[src/sv/rza_pkg.sv]
// rza_pkg: shared widths, register indexes and payload types for the RGB zone averager.
// No dependencies; every other file of the block imports it.
`timescale 1ns / 1ps

package rza_pkg;

  localparam int MAX_LINE_PIXELS = 4096;
  localparam int MAX_ZONES       = 64;
  localparam int RESET_ZONES     = 16;

  localparam int PIX_W      = 8;
  localparam int LEN_W      = 13;
  localparam int ZCNT_W     = 7;
  localparam int ZIDX_W     = 6;
  localparam int SUM_W      = 20;
  localparam int CFG_IDX_W  = 4;
  localparam int CFG_DATA_W = 13;
  localparam int DSTEP_W    = $clog2(LEN_W + 1);
  localparam int QSTEP_W    = $clog2(PIX_W);

  localparam int QUEUE_DEPTH = 4;
  localparam int QPTR_W      = $clog2(QUEUE_DEPTH);

  localparam logic [CFG_IDX_W-1:0] CFG_LINE_LENGTH = CFG_IDX_W'(0);
  localparam logic [CFG_IDX_W-1:0] CFG_ZONE_COUNT  = CFG_IDX_W'(1);

  localparam logic [LEN_W-1:0]  LEN_RESET   = LEN_W'(MAX_LINE_PIXELS);
  localparam logic [ZCNT_W-1:0] ZCNT_RESET  = ZCNT_W'(RESET_ZONES);
  localparam logic [LEN_W-1:0]  ZSIZE_RESET = LEN_W'(MAX_LINE_PIXELS / RESET_ZONES);
  localparam logic [LEN_W-1:0]  LEN_MAX     = LEN_W'(MAX_LINE_PIXELS);
  localparam logic [ZCNT_W-1:0] ZCNT_MAX    = ZCNT_W'(MAX_ZONES);

  typedef struct packed {
    logic [PIX_W-1:0] red;
    logic [PIX_W-1:0] green;
    logic [PIX_W-1:0] blue;
  } pix_t;

  typedef struct packed {
    logic [ZIDX_W-1:0] zone_index;
    logic [PIX_W-1:0]  avg_red;
    logic [PIX_W-1:0]  avg_green;
    logic [PIX_W-1:0]  avg_blue;
    logic              last_zone;
  } res_t;

  // One closed zone handed from the front to the back; cnt of zero is an empty zone.
  typedef struct packed {
    logic [ZIDX_W-1:0] zone;
    logic [SUM_W-1:0]  red_sum;
    logic [SUM_W-1:0]  green_sum;
    logic [SUM_W-1:0]  blue_sum;
    logic [LEN_W-1:0]  cnt;
    logic              last;
  } job_t;

endpackage

[src/sv/rza_front.sv]
// rza_front: configuration registers, zone size divider, pixel accumulation and zone close.
// Depends on rza_pkg; pushes closed zones into rza_queue.
`timescale 1ns / 1ps

module rza_front (
  input  logic                           clk_i,
  input  logic                           rst_ni,
  input  logic                           in_valid_i,
  output logic                           in_ready_o,
  input  rza_pkg::pix_t                  in_data_i,
  input  logic                           cfg_valid_i,
  output logic                           cfg_ready_o,
  input  logic [rza_pkg::CFG_IDX_W-1:0]  cfg_index_i,
  input  logic [rza_pkg::CFG_DATA_W-1:0] cfg_data_i,
  output logic                           q_push_o,
  output rza_pkg::job_t                  q_job_o,
  input  logic                           q_full_i
);
  import rza_pkg::*;

  logic [LEN_W-1:0]   len_q;
  logic [ZCNT_W-1:0]  zcnt_q;
  logic [LEN_W-1:0]   zsize_q;
  logic               dbusy_q;
  logic [DSTEP_W-1:0] dstep_q;
  logic [LEN_W-1:0]   ddvd_q;
  logic [ZCNT_W-1:0]  drem_q;

  logic [SUM_W-1:0]  rsum_q, gsum_q, bsum_q;
  logic [LEN_W-1:0]  pos_q;
  logic [LEN_W-1:0]  pic_q;
  logic [ZIDX_W-1:0] zone_q;
  logic              emp_q;

  logic [LEN_W-1:0]  len_e;
  logic [ZCNT_W-1:0] zones_e;
  logic [ZIDX_W-1:0] last_idx;
  logic [ZCNT_W:0]   rem_sh;
  logic              dge;
  logic [ZCNT_W-1:0] drem_nx;
  logic [LEN_W-1:0]  ddvd_nx;

  logic              cfg_hit;
  logic              start_empty;
  logic              emp_zone;
  logic              emp_end;
  logic              emp_fire;
  logic              pix_acc;
  logic              in_last;
  logic              closes;
  logic [SUM_W-1:0]  rsum_nx, gsum_nx, bsum_nx;
  logic [LEN_W-1:0]  pos_nx, pic_nx;

  always_comb begin
    if (len_q == '0) begin
      len_e = LEN_W'(1);
    end else if (len_q > LEN_MAX) begin
      len_e = LEN_MAX;
    end else begin
      len_e = len_q;
    end
    if (zcnt_q == '0) begin
      zones_e = ZCNT_W'(1);
    end else if (zcnt_q > ZCNT_MAX) begin
      zones_e = ZCNT_MAX;
    end else begin
      zones_e = zcnt_q;
    end
  end

  assign last_idx = ZIDX_W'(zones_e - ZCNT_W'(1));

  // restoring divider, one quotient bit per cycle: zsize = len_e / zones_e
  assign rem_sh  = {drem_q, ddvd_q[LEN_W-1]};
  assign dge     = rem_sh >= {1'b0, zones_e};
  assign drem_nx = dge ? ZCNT_W'(rem_sh - {1'b0, zones_e}) : ZCNT_W'(rem_sh);
  assign ddvd_nx = {ddvd_q[LEN_W-2:0], dge};

  assign cfg_ready_o = 1'b1;
  assign cfg_hit     = cfg_valid_i
                       && (cfg_index_i == CFG_LINE_LENGTH || cfg_index_i == CFG_ZONE_COUNT);

  // zero zone size: the first pixel of a line is taken, then the empty zones go out,
  // then that pixel's own zone closes if the line is one pixel long
  assign start_empty = (pos_q == '0) && (zsize_q == '0);
  assign emp_zone    = zone_q < last_idx;
  assign emp_end     = pos_q >= len_e;
  assign emp_fire    = emp_q && !q_full_i;
  assign in_ready_o  = !dbusy_q && !emp_q && !q_full_i;
  assign pix_acc     = in_valid_i && in_ready_o;

  assign rsum_nx = rsum_q + SUM_W'(in_data_i.red);
  assign gsum_nx = gsum_q + SUM_W'(in_data_i.green);
  assign bsum_nx = bsum_q + SUM_W'(in_data_i.blue);
  assign pos_nx  = pos_q + LEN_W'(1);
  assign pic_nx  = pic_q + LEN_W'(1);
  assign in_last = zone_q >= last_idx;
  assign closes  = in_last ? (pos_nx >= len_e) : (pic_nx >= zsize_q);

  assign q_push_o = (emp_fire && (emp_zone || emp_end)) || (pix_acc && !start_empty && closes);

  always_comb begin
    if (emp_q && emp_zone) begin
      q_job_o = '{zone: zone_q, red_sum: '0, green_sum: '0, blue_sum: '0,
                  cnt: '0, last: 1'b0};
    end else if (emp_q) begin
      q_job_o = '{zone: zone_q, red_sum: rsum_q, green_sum: gsum_q, blue_sum: bsum_q,
                  cnt: pic_q, last: 1'b1};
    end else begin
      q_job_o = '{zone: zone_q, red_sum: rsum_nx, green_sum: gsum_nx, blue_sum: bsum_nx,
                  cnt: pic_nx, last: in_last};
    end
  end

  always_ff @(posedge clk_i or negedge rst_ni) begin
    if (!rst_ni) begin
      len_q   <= LEN_RESET;
      zcnt_q  <= ZCNT_RESET;
      zsize_q <= ZSIZE_RESET;
      dbusy_q <= 1'b0;
      dstep_q <= '0;
      ddvd_q  <= '0;
      drem_q  <= '0;
    end else begin
      if (cfg_hit) begin
        if (cfg_index_i == CFG_LINE_LENGTH) begin
          len_q <= cfg_data_i;
        end else begin
          zcnt_q <= cfg_data_i[ZCNT_W-1:0];
        end
        dbusy_q <= 1'b1;
        dstep_q <= '0;
      end else if (dbusy_q) begin
        if (dstep_q == '0) begin
          ddvd_q  <= len_e;
          drem_q  <= '0;
          dstep_q <= DSTEP_W'(LEN_W);
        end else begin
          ddvd_q  <= ddvd_nx;
          drem_q  <= drem_nx;
          dstep_q <= dstep_q - DSTEP_W'(1);
          if (dstep_q == DSTEP_W'(1)) begin
            zsize_q <= ddvd_nx;
            dbusy_q <= 1'b0;
          end
        end
      end
    end
  end

  always_ff @(posedge clk_i or negedge rst_ni) begin
    if (!rst_ni) begin
      rsum_q <= '0;
      gsum_q <= '0;
      bsum_q <= '0;
      pos_q  <= '0;
      pic_q  <= '0;
      zone_q <= '0;
      emp_q  <= 1'b0;
    end else begin
      priority if (cfg_hit) begin
        rsum_q <= '0;
        gsum_q <= '0;
        bsum_q <= '0;
        pos_q  <= '0;
        pic_q  <= '0;
        zone_q <= '0;
        emp_q  <= 1'b0;
      end else if (emp_fire) begin
        if (emp_zone) begin
          zone_q <= zone_q + ZIDX_W'(1);
        end else begin
          emp_q <= 1'b0;
          if (emp_end) begin
            rsum_q <= '0;
            gsum_q <= '0;
            bsum_q <= '0;
            pic_q  <= '0;
            pos_q  <= '0;
            zone_q <= '0;
          end
        end
      end else begin
        if (pix_acc) begin
          if (start_empty) begin
            rsum_q <= rsum_nx;
            gsum_q <= gsum_nx;
            bsum_q <= bsum_nx;
            pos_q  <= pos_nx;
            pic_q  <= pic_nx;
            emp_q  <= 1'b1;
          end else if (closes) begin
            rsum_q <= '0;
            gsum_q <= '0;
            bsum_q <= '0;
            pic_q  <= '0;
            if (in_last) begin
              pos_q  <= '0;
              zone_q <= '0;
            end else begin
              pos_q  <= pos_nx;
              zone_q <= zone_q + ZIDX_W'(1);
            end
          end else begin
            rsum_q <= rsum_nx;
            gsum_q <= gsum_nx;
            bsum_q <= bsum_nx;
            pos_q  <= pos_nx;
            pic_q  <= pic_nx;
          end
        end
      end
    end
  end

  a_pic_below_zsize: assert property (@(posedge clk_i) disable iff (!rst_ni)
    (!dbusy_q && zsize_q != '0 && zone_q < last_idx) |-> (pic_q < zsize_q))
    else $error("zone pixel count passed zone size without closing");

  a_line_wraps: assert property (@(posedge clk_i) disable iff (!rst_ni)
    (q_push_o && q_job_o.last && !cfg_hit) |=> (pos_q == '0 && zone_q == '0))
    else $error("line did not restart after its last zone");

endmodule

[src/sv/rza_queue.sv]
// rza_queue: short queue of closed zones between the front and the back.
// Depends on rza_pkg for job_t and the depth.
`timescale 1ns / 1ps

module rza_queue (
  input  logic          clk_i,
  input  logic          rst_ni,
  input  logic          push_i,
  input  rza_pkg::job_t job_i,
  output logic          full_o,
  input  logic          pop_i,
  output rza_pkg::job_t job_o,
  output logic          empty_o
);
  import rza_pkg::*;

  job_t              mem_q [QUEUE_DEPTH];
  logic [QPTR_W-1:0] wr_q, rd_q;
  logic [QPTR_W:0]   cnt_q;

  assign full_o  = cnt_q == (QPTR_W + 1)'(QUEUE_DEPTH);
  assign empty_o = cnt_q == '0;
  assign job_o   = mem_q[rd_q];

  always_ff @(posedge clk_i) begin
    if (push_i) begin
      mem_q[wr_q] <= job_i;
    end
  end

  always_ff @(posedge clk_i or negedge rst_ni) begin
    if (!rst_ni) begin
      wr_q  <= '0;
      rd_q  <= '0;
      cnt_q <= '0;
    end else begin
      if (push_i) begin
        wr_q <= wr_q + QPTR_W'(1);
      end
      if (pop_i) begin
        rd_q <= rd_q + QPTR_W'(1);
      end
      if (push_i && !pop_i) begin
        cnt_q <= cnt_q + (QPTR_W + 1)'(1);
      end else if (pop_i && !push_i) begin
        cnt_q <= cnt_q - (QPTR_W + 1)'(1);
      end
    end
  end

  a_no_overflow: assert property (@(posedge clk_i) disable iff (!rst_ni)
    push_i |-> !full_o)
    else $error("push into a full queue");

  a_no_underflow: assert property (@(posedge clk_i) disable iff (!rst_ni)
    pop_i |-> !empty_o)
    else $error("pop from an empty queue");

endmodule

[src/sv/rza_back.sv]
// rza_back: divides the zone sums by the pixel count, one quotient bit per cycle,
// and holds the result in the output register. Depends on rza_pkg.
`timescale 1ns / 1ps

module rza_back (
  input  logic          clk_i,
  input  logic          rst_ni,
  output logic          pop_o,
  input  rza_pkg::job_t job_i,
  input  logic          empty_i,
  output logic          out_valid_o,
  input  logic          out_ready_i,
  output rza_pkg::res_t out_data_o
);
  import rza_pkg::*;

  localparam logic [1:0] BK_IDLE = 2'd0;
  localparam logic [1:0] BK_DIV  = 2'd1;
  localparam logic [1:0] BK_OUT  = 2'd2;

  logic [1:0]         st_q;
  logic [QSTEP_W-1:0] step_q;
  logic [SUM_W-1:0]   rrem_q, grem_q, brem_q;
  logic [SUM_W-1:0]   dsh_q;
  logic [PIX_W-1:0]   rquo_q, gquo_q, bquo_q;
  logic [ZIDX_W-1:0]  zone_q;
  logic [LEN_W-1:0]   cnt_q;
  logic               last_q;
  logic               out_valid_q;
  res_t               out_q;

  logic rge, gge, bge;
  logic out_free;

  assign rge      = rrem_q >= dsh_q;
  assign gge      = grem_q >= dsh_q;
  assign bge      = brem_q >= dsh_q;
  assign out_free = !out_valid_q || out_ready_i;
  assign pop_o    = (st_q == BK_IDLE) && !empty_i;

  assign out_valid_o = out_valid_q;
  assign out_data_o  = out_q;

  always_ff @(posedge clk_i or negedge rst_ni) begin
    if (!rst_ni) begin
      st_q        <= BK_IDLE;
      step_q      <= '0;
      rrem_q      <= '0;
      grem_q      <= '0;
      brem_q      <= '0;
      dsh_q       <= '0;
      rquo_q      <= '0;
      gquo_q      <= '0;
      bquo_q      <= '0;
      zone_q      <= '0;
      cnt_q       <= '0;
      last_q      <= 1'b0;
      out_valid_q <= 1'b0;
      out_q       <= '0;
    end else begin
      if (out_valid_q && out_ready_i) begin
        out_valid_q <= 1'b0;
      end
      unique case (st_q)
        BK_IDLE: begin
          if (!empty_i) begin
            rrem_q <= job_i.red_sum;
            grem_q <= job_i.green_sum;
            brem_q <= job_i.blue_sum;
            dsh_q  <= SUM_W'({job_i.cnt, {(PIX_W - 1){1'b0}}});
            rquo_q <= '0;
            gquo_q <= '0;
            bquo_q <= '0;
            zone_q <= job_i.zone;
            cnt_q  <= job_i.cnt;
            last_q <= job_i.last;
            step_q <= QSTEP_W'(PIX_W - 1);
            st_q   <= (job_i.cnt == '0) ? BK_OUT : BK_DIV;
          end
        end
        BK_DIV: begin
          if (rge) begin
            rrem_q <= rrem_q - dsh_q;
          end
          if (gge) begin
            grem_q <= grem_q - dsh_q;
          end
          if (bge) begin
            brem_q <= brem_q - dsh_q;
          end
          rquo_q <= {rquo_q[PIX_W-2:0], rge};
          gquo_q <= {gquo_q[PIX_W-2:0], gge};
          bquo_q <= {bquo_q[PIX_W-2:0], bge};
          dsh_q  <= dsh_q >> 1;
          step_q <= step_q - QSTEP_W'(1);
          if (step_q == '0) begin
            st_q <= BK_OUT;
          end
        end
        BK_OUT: begin
          if (out_free) begin
            out_q <= '{zone_index: zone_q, avg_red: rquo_q, avg_green: gquo_q,
                       avg_blue: bquo_q, last_zone: last_q};
            out_valid_q <= 1'b1;
            st_q        <= BK_IDLE;
          end
        end
        default: begin
          st_q <= BK_IDLE;
        end
      endcase
    end
  end

  a_quotient_fits: assert property (@(posedge clk_i) disable iff (!rst_ni)
    (st_q == BK_OUT && cnt_q != '0)
      |-> (rrem_q < SUM_W'(cnt_q) && grem_q < SUM_W'(cnt_q) && brem_q < SUM_W'(cnt_q)))
    else $error("average did not fit the quotient width");

endmodule

[src/sv/rgb_zone_averager_top.sv]
// rgb_zone_averager_top: per-zone RGB averages over a streamed sensor line; uses rza_pkg,
// rza_front, rza_queue and rza_back. Pixels are taken one per cycle while the zone queue has room,
// no zone size is being divided out and no empty zones are going out. Each zone result passes
// through the bit-serial averaging divider; an empty zone skips the division. With zero zone size
// the first pixel of a line holds input off while the empty zones go out. A register write blocks
// pixels while the zone size is divided out. Reset (async, low): 4096 px, 16 zones.
`timescale 1ns / 1ps

module rgb_zone_averager_top (
  input  logic                           clk_i,
  input  logic                           rst_ni,
  input  logic                           in_valid_i,
  output logic                           in_ready_o,
  input  rza_pkg::pix_t                  in_data_i,
  output logic                           out_valid_o,
  input  logic                           out_ready_i,
  output rza_pkg::res_t                  out_data_o,
  input  logic                           cfg_valid_i,
  output logic                           cfg_ready_o,
  input  logic [rza_pkg::CFG_IDX_W-1:0]  cfg_index_i,
  input  logic [rza_pkg::CFG_DATA_W-1:0] cfg_data_i
);
  import rza_pkg::*;

  logic q_push, q_full, q_pop, q_empty;
  job_t q_wr_job, q_rd_job;

  rza_front u_front (
    .clk_i       (clk_i),
    .rst_ni      (rst_ni),
    .in_valid_i  (in_valid_i),
    .in_ready_o  (in_ready_o),
    .in_data_i   (in_data_i),
    .cfg_valid_i (cfg_valid_i),
    .cfg_ready_o (cfg_ready_o),
    .cfg_index_i (cfg_index_i),
    .cfg_data_i  (cfg_data_i),
    .q_push_o    (q_push),
    .q_job_o     (q_wr_job),
    .q_full_i    (q_full)
  );

  rza_queue u_queue (
    .clk_i   (clk_i),
    .rst_ni  (rst_ni),
    .push_i  (q_push),
    .job_i   (q_wr_job),
    .full_o  (q_full),
    .pop_i   (q_pop),
    .job_o   (q_rd_job),
    .empty_o (q_empty)
  );

  rza_back u_back (
    .clk_i       (clk_i),
    .rst_ni      (rst_ni),
    .pop_o       (q_pop),
    .job_i       (q_rd_job),
    .empty_i     (q_empty),
    .out_valid_o (out_valid_o),
    .out_ready_i (out_ready_i),
    .out_data_o  (out_data_o)
  );

endmodule

[config.mk]
export PLATFORM = sky130hd
export DESIGN_NAME = rgb_zone_averager_top
export DESIGN_NICKNAME = d
export VERILOG_FILES = /design/src/sv/rza_pkg.sv /design/src/sv/rza_front.sv /design/src/sv/rza_queue.sv /design/src/sv/rza_back.sv /design/src/sv/rgb_zone_averager_top.sv
export SDC_FILE = /design/constraint.sdc
export NUM_CORES = 1
export LEC_CHECK = 0
export BUFFER_PORTS_ARGS = -buffer_cell sky130_fd_sc_hd__buf_2
export CORE_ASPECT_RATIO = 0.9
export CORE_UTILIZATION = 35
export CTS_BUF_LIST = sky130_fd_sc_hd__clkbuf_4 sky130_fd_sc_hd__clkbuf_8
export CTS_CLUSTER_DIAMETER = 100
export CTS_CLUSTER_SIZE = 8
export DETAILED_ROUTE_END_ITERATION = 7
export HOLD_SLACK_MARGIN = 0.12
export PLACE_DENSITY_LB_ADDON = 0.2
export SYNTH_ARGS = -nofsm -noshare
export SYNTH_HDL_FRONTEND = slang
export SYNTH_HIERARCHICAL = 1
export SYNTH_SLANG_ARGS = --single-unit
[constraint.sdc]
create_clock -name clk_i -period 8.45 [get_ports clk_i]
set_input_delay 0.4225 -clock clk_i [delete_from_list [all_inputs] [get_ports clk_i]]
set_output_delay 0.4225 -clock clk_i [all_outputs]
set_load 0.02 [all_outputs]
==> impl_metrics.env <==
export IMPL_status="complete, no violations"
export IMPL_cts_tree="yes"
export IMPL_top_layer_used="met5"
export IMPL_hold_buffers=17
export IMPL_gr_total_overflow=0
export IMPL_numCtsBuffers=88
export IMPL_synth_area_per_cell_um2=11.52
export IMPL_htree_levels=3
export IMPL_drive_gt1_share_pct=15.66
export IMPL_grt_usage_pct=17.16
export IMPL_critPathMaxStageDelay_ps=680
export IMPL_min_path_cells=4
export IMPL_met1Wirelength_mm=39.25
export IMPL_min_delay_worst_endpoint="u_front/dstep_q[1]"
export IMPL_dp_hpwl_mm=55.46
export IMPL_period_needed_ps=5340
export IMPL_fp_dieW_um=324.6
export IMPL_initial_core_util_pct=35.31
export IMPL_maxSlewHeadroom_pct=22.52
export IMPL_yosysSeqAreaShare_pct=52.68
export IMPL_power_density_nw_per_um2=400.2
export IMPL_r2r_end="u_queue/mem_q[2][58]"
export IMPL_r2r_start="u_front/pic_q[0]"
export IMPL_nNetsFinal=3114
export IMPL_synth_largest_area_cell="edfxtp_1"
export IMPL_die_area_um2=94890
export IMPL_required_ps=8750
export IMPL_slew_viol_final=0
export IMPL_netlist_top_cells_area="edfxtp_1 29%, dfrtp_1 23%, ha_1 5.7%"
export IMPL_crit_slowest_cell="and2_4"
export IMPL_numPortBuffers=78
export IMPL_cp_end_kind="register"
export IMPL_fin_skew_ps=44.58
export IMPL_hp_class="in2reg"
export IMPL_worst_setup_path_type="reg2reg"
export IMPL_synth_ff_type="edfxtp_1"
export IMPL_path_cells="ha_1 -> nand3_1 -> nor2_1 -> and3_1 -> nand3_1 -> xor2_1 -> inv_1 -> ha_1 -> and4_1 -> o211ai_1 -> a211o_1 -> a31oi_2 -> and3_1 -> a2bb2oi_4 -> inv_2 -> and2_4 -> buf_4"
export IMPL_clock_path_buffers=3
export IMPL_rows=106
export IMPL_grt_max_degree=143
export IMPL_regArea_um2=17280
export IMPL_stdcell_area_um2=36090
export IMPL_synth_edff_count=320
export IMPL_die_h_um=292.3
export IMPL_timing_reg2reg_worst_path_depth=17
export IMPL_grt_setup_unrepaired="false"
export IMPL_setup_viol=0
export IMPL_wirelength_mm=81.86
export IMPL_yosysTopAreaCellShare_pct=29.31
export IMPL_fillers=8990
export IMPL_worst_skew_pair_late_latency_ps=700
export IMPL_worstSetupStartpointType="register"
export IMPL_io_pins=80
export IMPL_p_leak_nw=14.22
export IMPL_coreArea_um2=92840
export IMPL_antenna_found_initial=7
export IMPL_via_per_inst=5.282
export IMPL_clk_pin_slew_worst_paths_ps=70
export IMPL_setup_tns_ps=0
export IMPL_async_reset_ff_share_pct=48.88
export IMPL_gp_congestion=0.8940
export IMPL_tightest_slew_ps=1162
export IMPL_critPathMaxFanout=50
export IMPL_firstDrtPassIters=5
export IMPL_finalCritPeriodShare_pct=63.20
export IMPL_post_cts_setup_buffer_count=0
export IMPL_route_detailed_wl_per_inst_um=19.42
export IMPL_antenna_left=0
export IMPL_syn_nets=3050
export IMPL_ys_warn_count=6
export IMPL_report_power_total_mw=14.44
export IMPL_areaGrowthSynthToFinish_pct=10.09
export IMPL_vias=22270
export IMPL_synth_commonest_cells="355 x nand2_1, 320 x edfxtp_1, 303 x dfrtp_1"
export IMPL_cap_violations=0
export IMPL_ys_ff_latch=626
export IMPL_synthesis_area_um2=32780
export IMPL_min_from="cfg_index_i[1]"
export IMPL_hold_viol_final=0
export IMPL_remaining_drc_errors=0
export IMPL_cp_arrival_ps=5640
export IMPL_synthCells=2846
export IMPL_clock_fmax_ghz=0.1873
export IMPL_cts_root_buf="clkbuf_8"
export IMPL_cts_resized=0
export IMPL_grt_pass1_vias=22191
export IMPL_multi_input_area_um2=14260
export IMPL_vdd_drop_max_v=0.0002318
export IMPL_final_core_util_pct=38.87
export IMPL_yosys_cell_count_top_type="nand2_1"
export IMPL_synth_cell_type_count=101
export IMPL_wl_met3_mm=3.667
export IMPL_grt_pass1_wl_mm=128.7
export IMPL_clock_sinks=626
export IMPL_routed_wl_met2_mm=37.20
export IMPL_place_area_um2=34180
export IMPL_reg2reg_slack_ps=3110
export IMPL_drt_initial_drc_count=1571
-- where the power goes --
part | leakage [nW] | switching, mW | internal (mW)
logic | 6.48 | 4.49 | 2.82
clock network | 0.931 | 1.17 | 1.25
registers | 6.81 | 0.545 | 4.16
-- registers in the layout (all words and copies together), names as in the netlist, 3 cells and up --
name,count
u_back/zone_q,6
u_front/zone_q,6
u_back/grem_q,20
u_back/rrem_q,20
u_front/gsum_q,20
u_queue/mem_q,320
u_front/zsize_q,13
u_back/step_q,3
u_back/dsh_q,20
u_queue/cnt_q,3
u_front/drem_q,7
u_front/rsum_q,20
u_front/bsum_q,20
u_front/zcnt_q,7
u_front/dstep_q,4
u_front/pic_q,13
u_back/rquo_q,8
u_front/pos_q,13
u_back/bquo_q,8
u_front/ddvd_q,13
u_back/gquo_q,8
u_front/len_q,13
u_back/out_data_o,31
u_back/brem_q,20
-- critical path: cells and delay by family, from the launching register on --
kind | cells | cell delay [ps]
simple gates | 7 | 2070
buf+inv | 3 | 820
compound gates | 4 | 720
fa+ha+maj | 2 | 570
flops | 1 | 460
xor+xnor | 1 | 230
-- final cells by class --
| type | instances | share of cell area (%) |
|---|---|---|
| antenna | 5 | 0.03467 |
| tap | 1242 | 4.306 |
| clock inverter | 7 | 0.2808 |
| sequential | 626 | 47.89 |
| timing repair buffer | 119 | 2.115 |
| multi-input combinational | 1946 | 39.52 |
| inverter | 129 | 1.342 |
| clock buffer | 142 | 4.514 |
-- kinds of logic (layout without fill, tap and decap cells) --
family	count (synthesis)	count (layout)	share of synthesized area [%]
XOR/XNOR	122	122	3.259
other	1	6	0.01144
buffers and inverters	274	397	3.923
AND/OR/NAND/NOR	815	815	11.72
AO/OA/AOI/OAI	627	627	11.95
flip-flops	626	626	52.68
adder cells (fa/ha/maj)	158	158	6.213
multiplexers	223	223	10.24
-- worst max-delay path by stage --
stage / start / to
after floorplan: u_front/pic_q[0] / u_queue/mem_q[0][0]
after global placement: u_front/zcnt_q[1] / u_queue/mem_q[1][57]
after detailed placement: u_front/pic_q[0] / u_queue/mem_q[1][54]
after CTS: u_front/pic_q[0] / u_queue/mem_q[1][61]
after global routing: u_front/pic_q[0] / u_queue/mem_q[2][63]
final: u_front/pic_q[0] / u_queue/mem_q[2][58]
-- cells in the final DEF, fill, tap and decap left out, types with 90 or more instances in the layout --
| cell | count |
|---|---|
| edfxtp_1 | 320 |
| clkbuf_8 | 90 |
| inv_1 | 126 |
| a21oi_1 | 150 |
| o21ai_0 | 183 |
| dfrtp_1 | 300 |
| nor2_1 | 127 |
| nand2_1 | 355 |
| ha_1 | 150 |
| nand3_1 | 109 |
-- per-layer routing --
metal  GRT usage, %  up-vias
met4          4.360        6
met2          26.91      513
met5              0        -
met3          2.573      113
met1          24.81    11044
li1               -    10594
-- stage by stage --
step                cells  hold WS (ps)  setup WS [ps]
floorplan            2846         126.9           2840
global placement     4045         458.9           3143
detailed placement   4045         468.3           3107
CTS                  4211         136.3           3068
global route         4215         161.7           2685
finish               4216         195.7           3110
No activity file was read; power rests on OpenSTA's default activity.
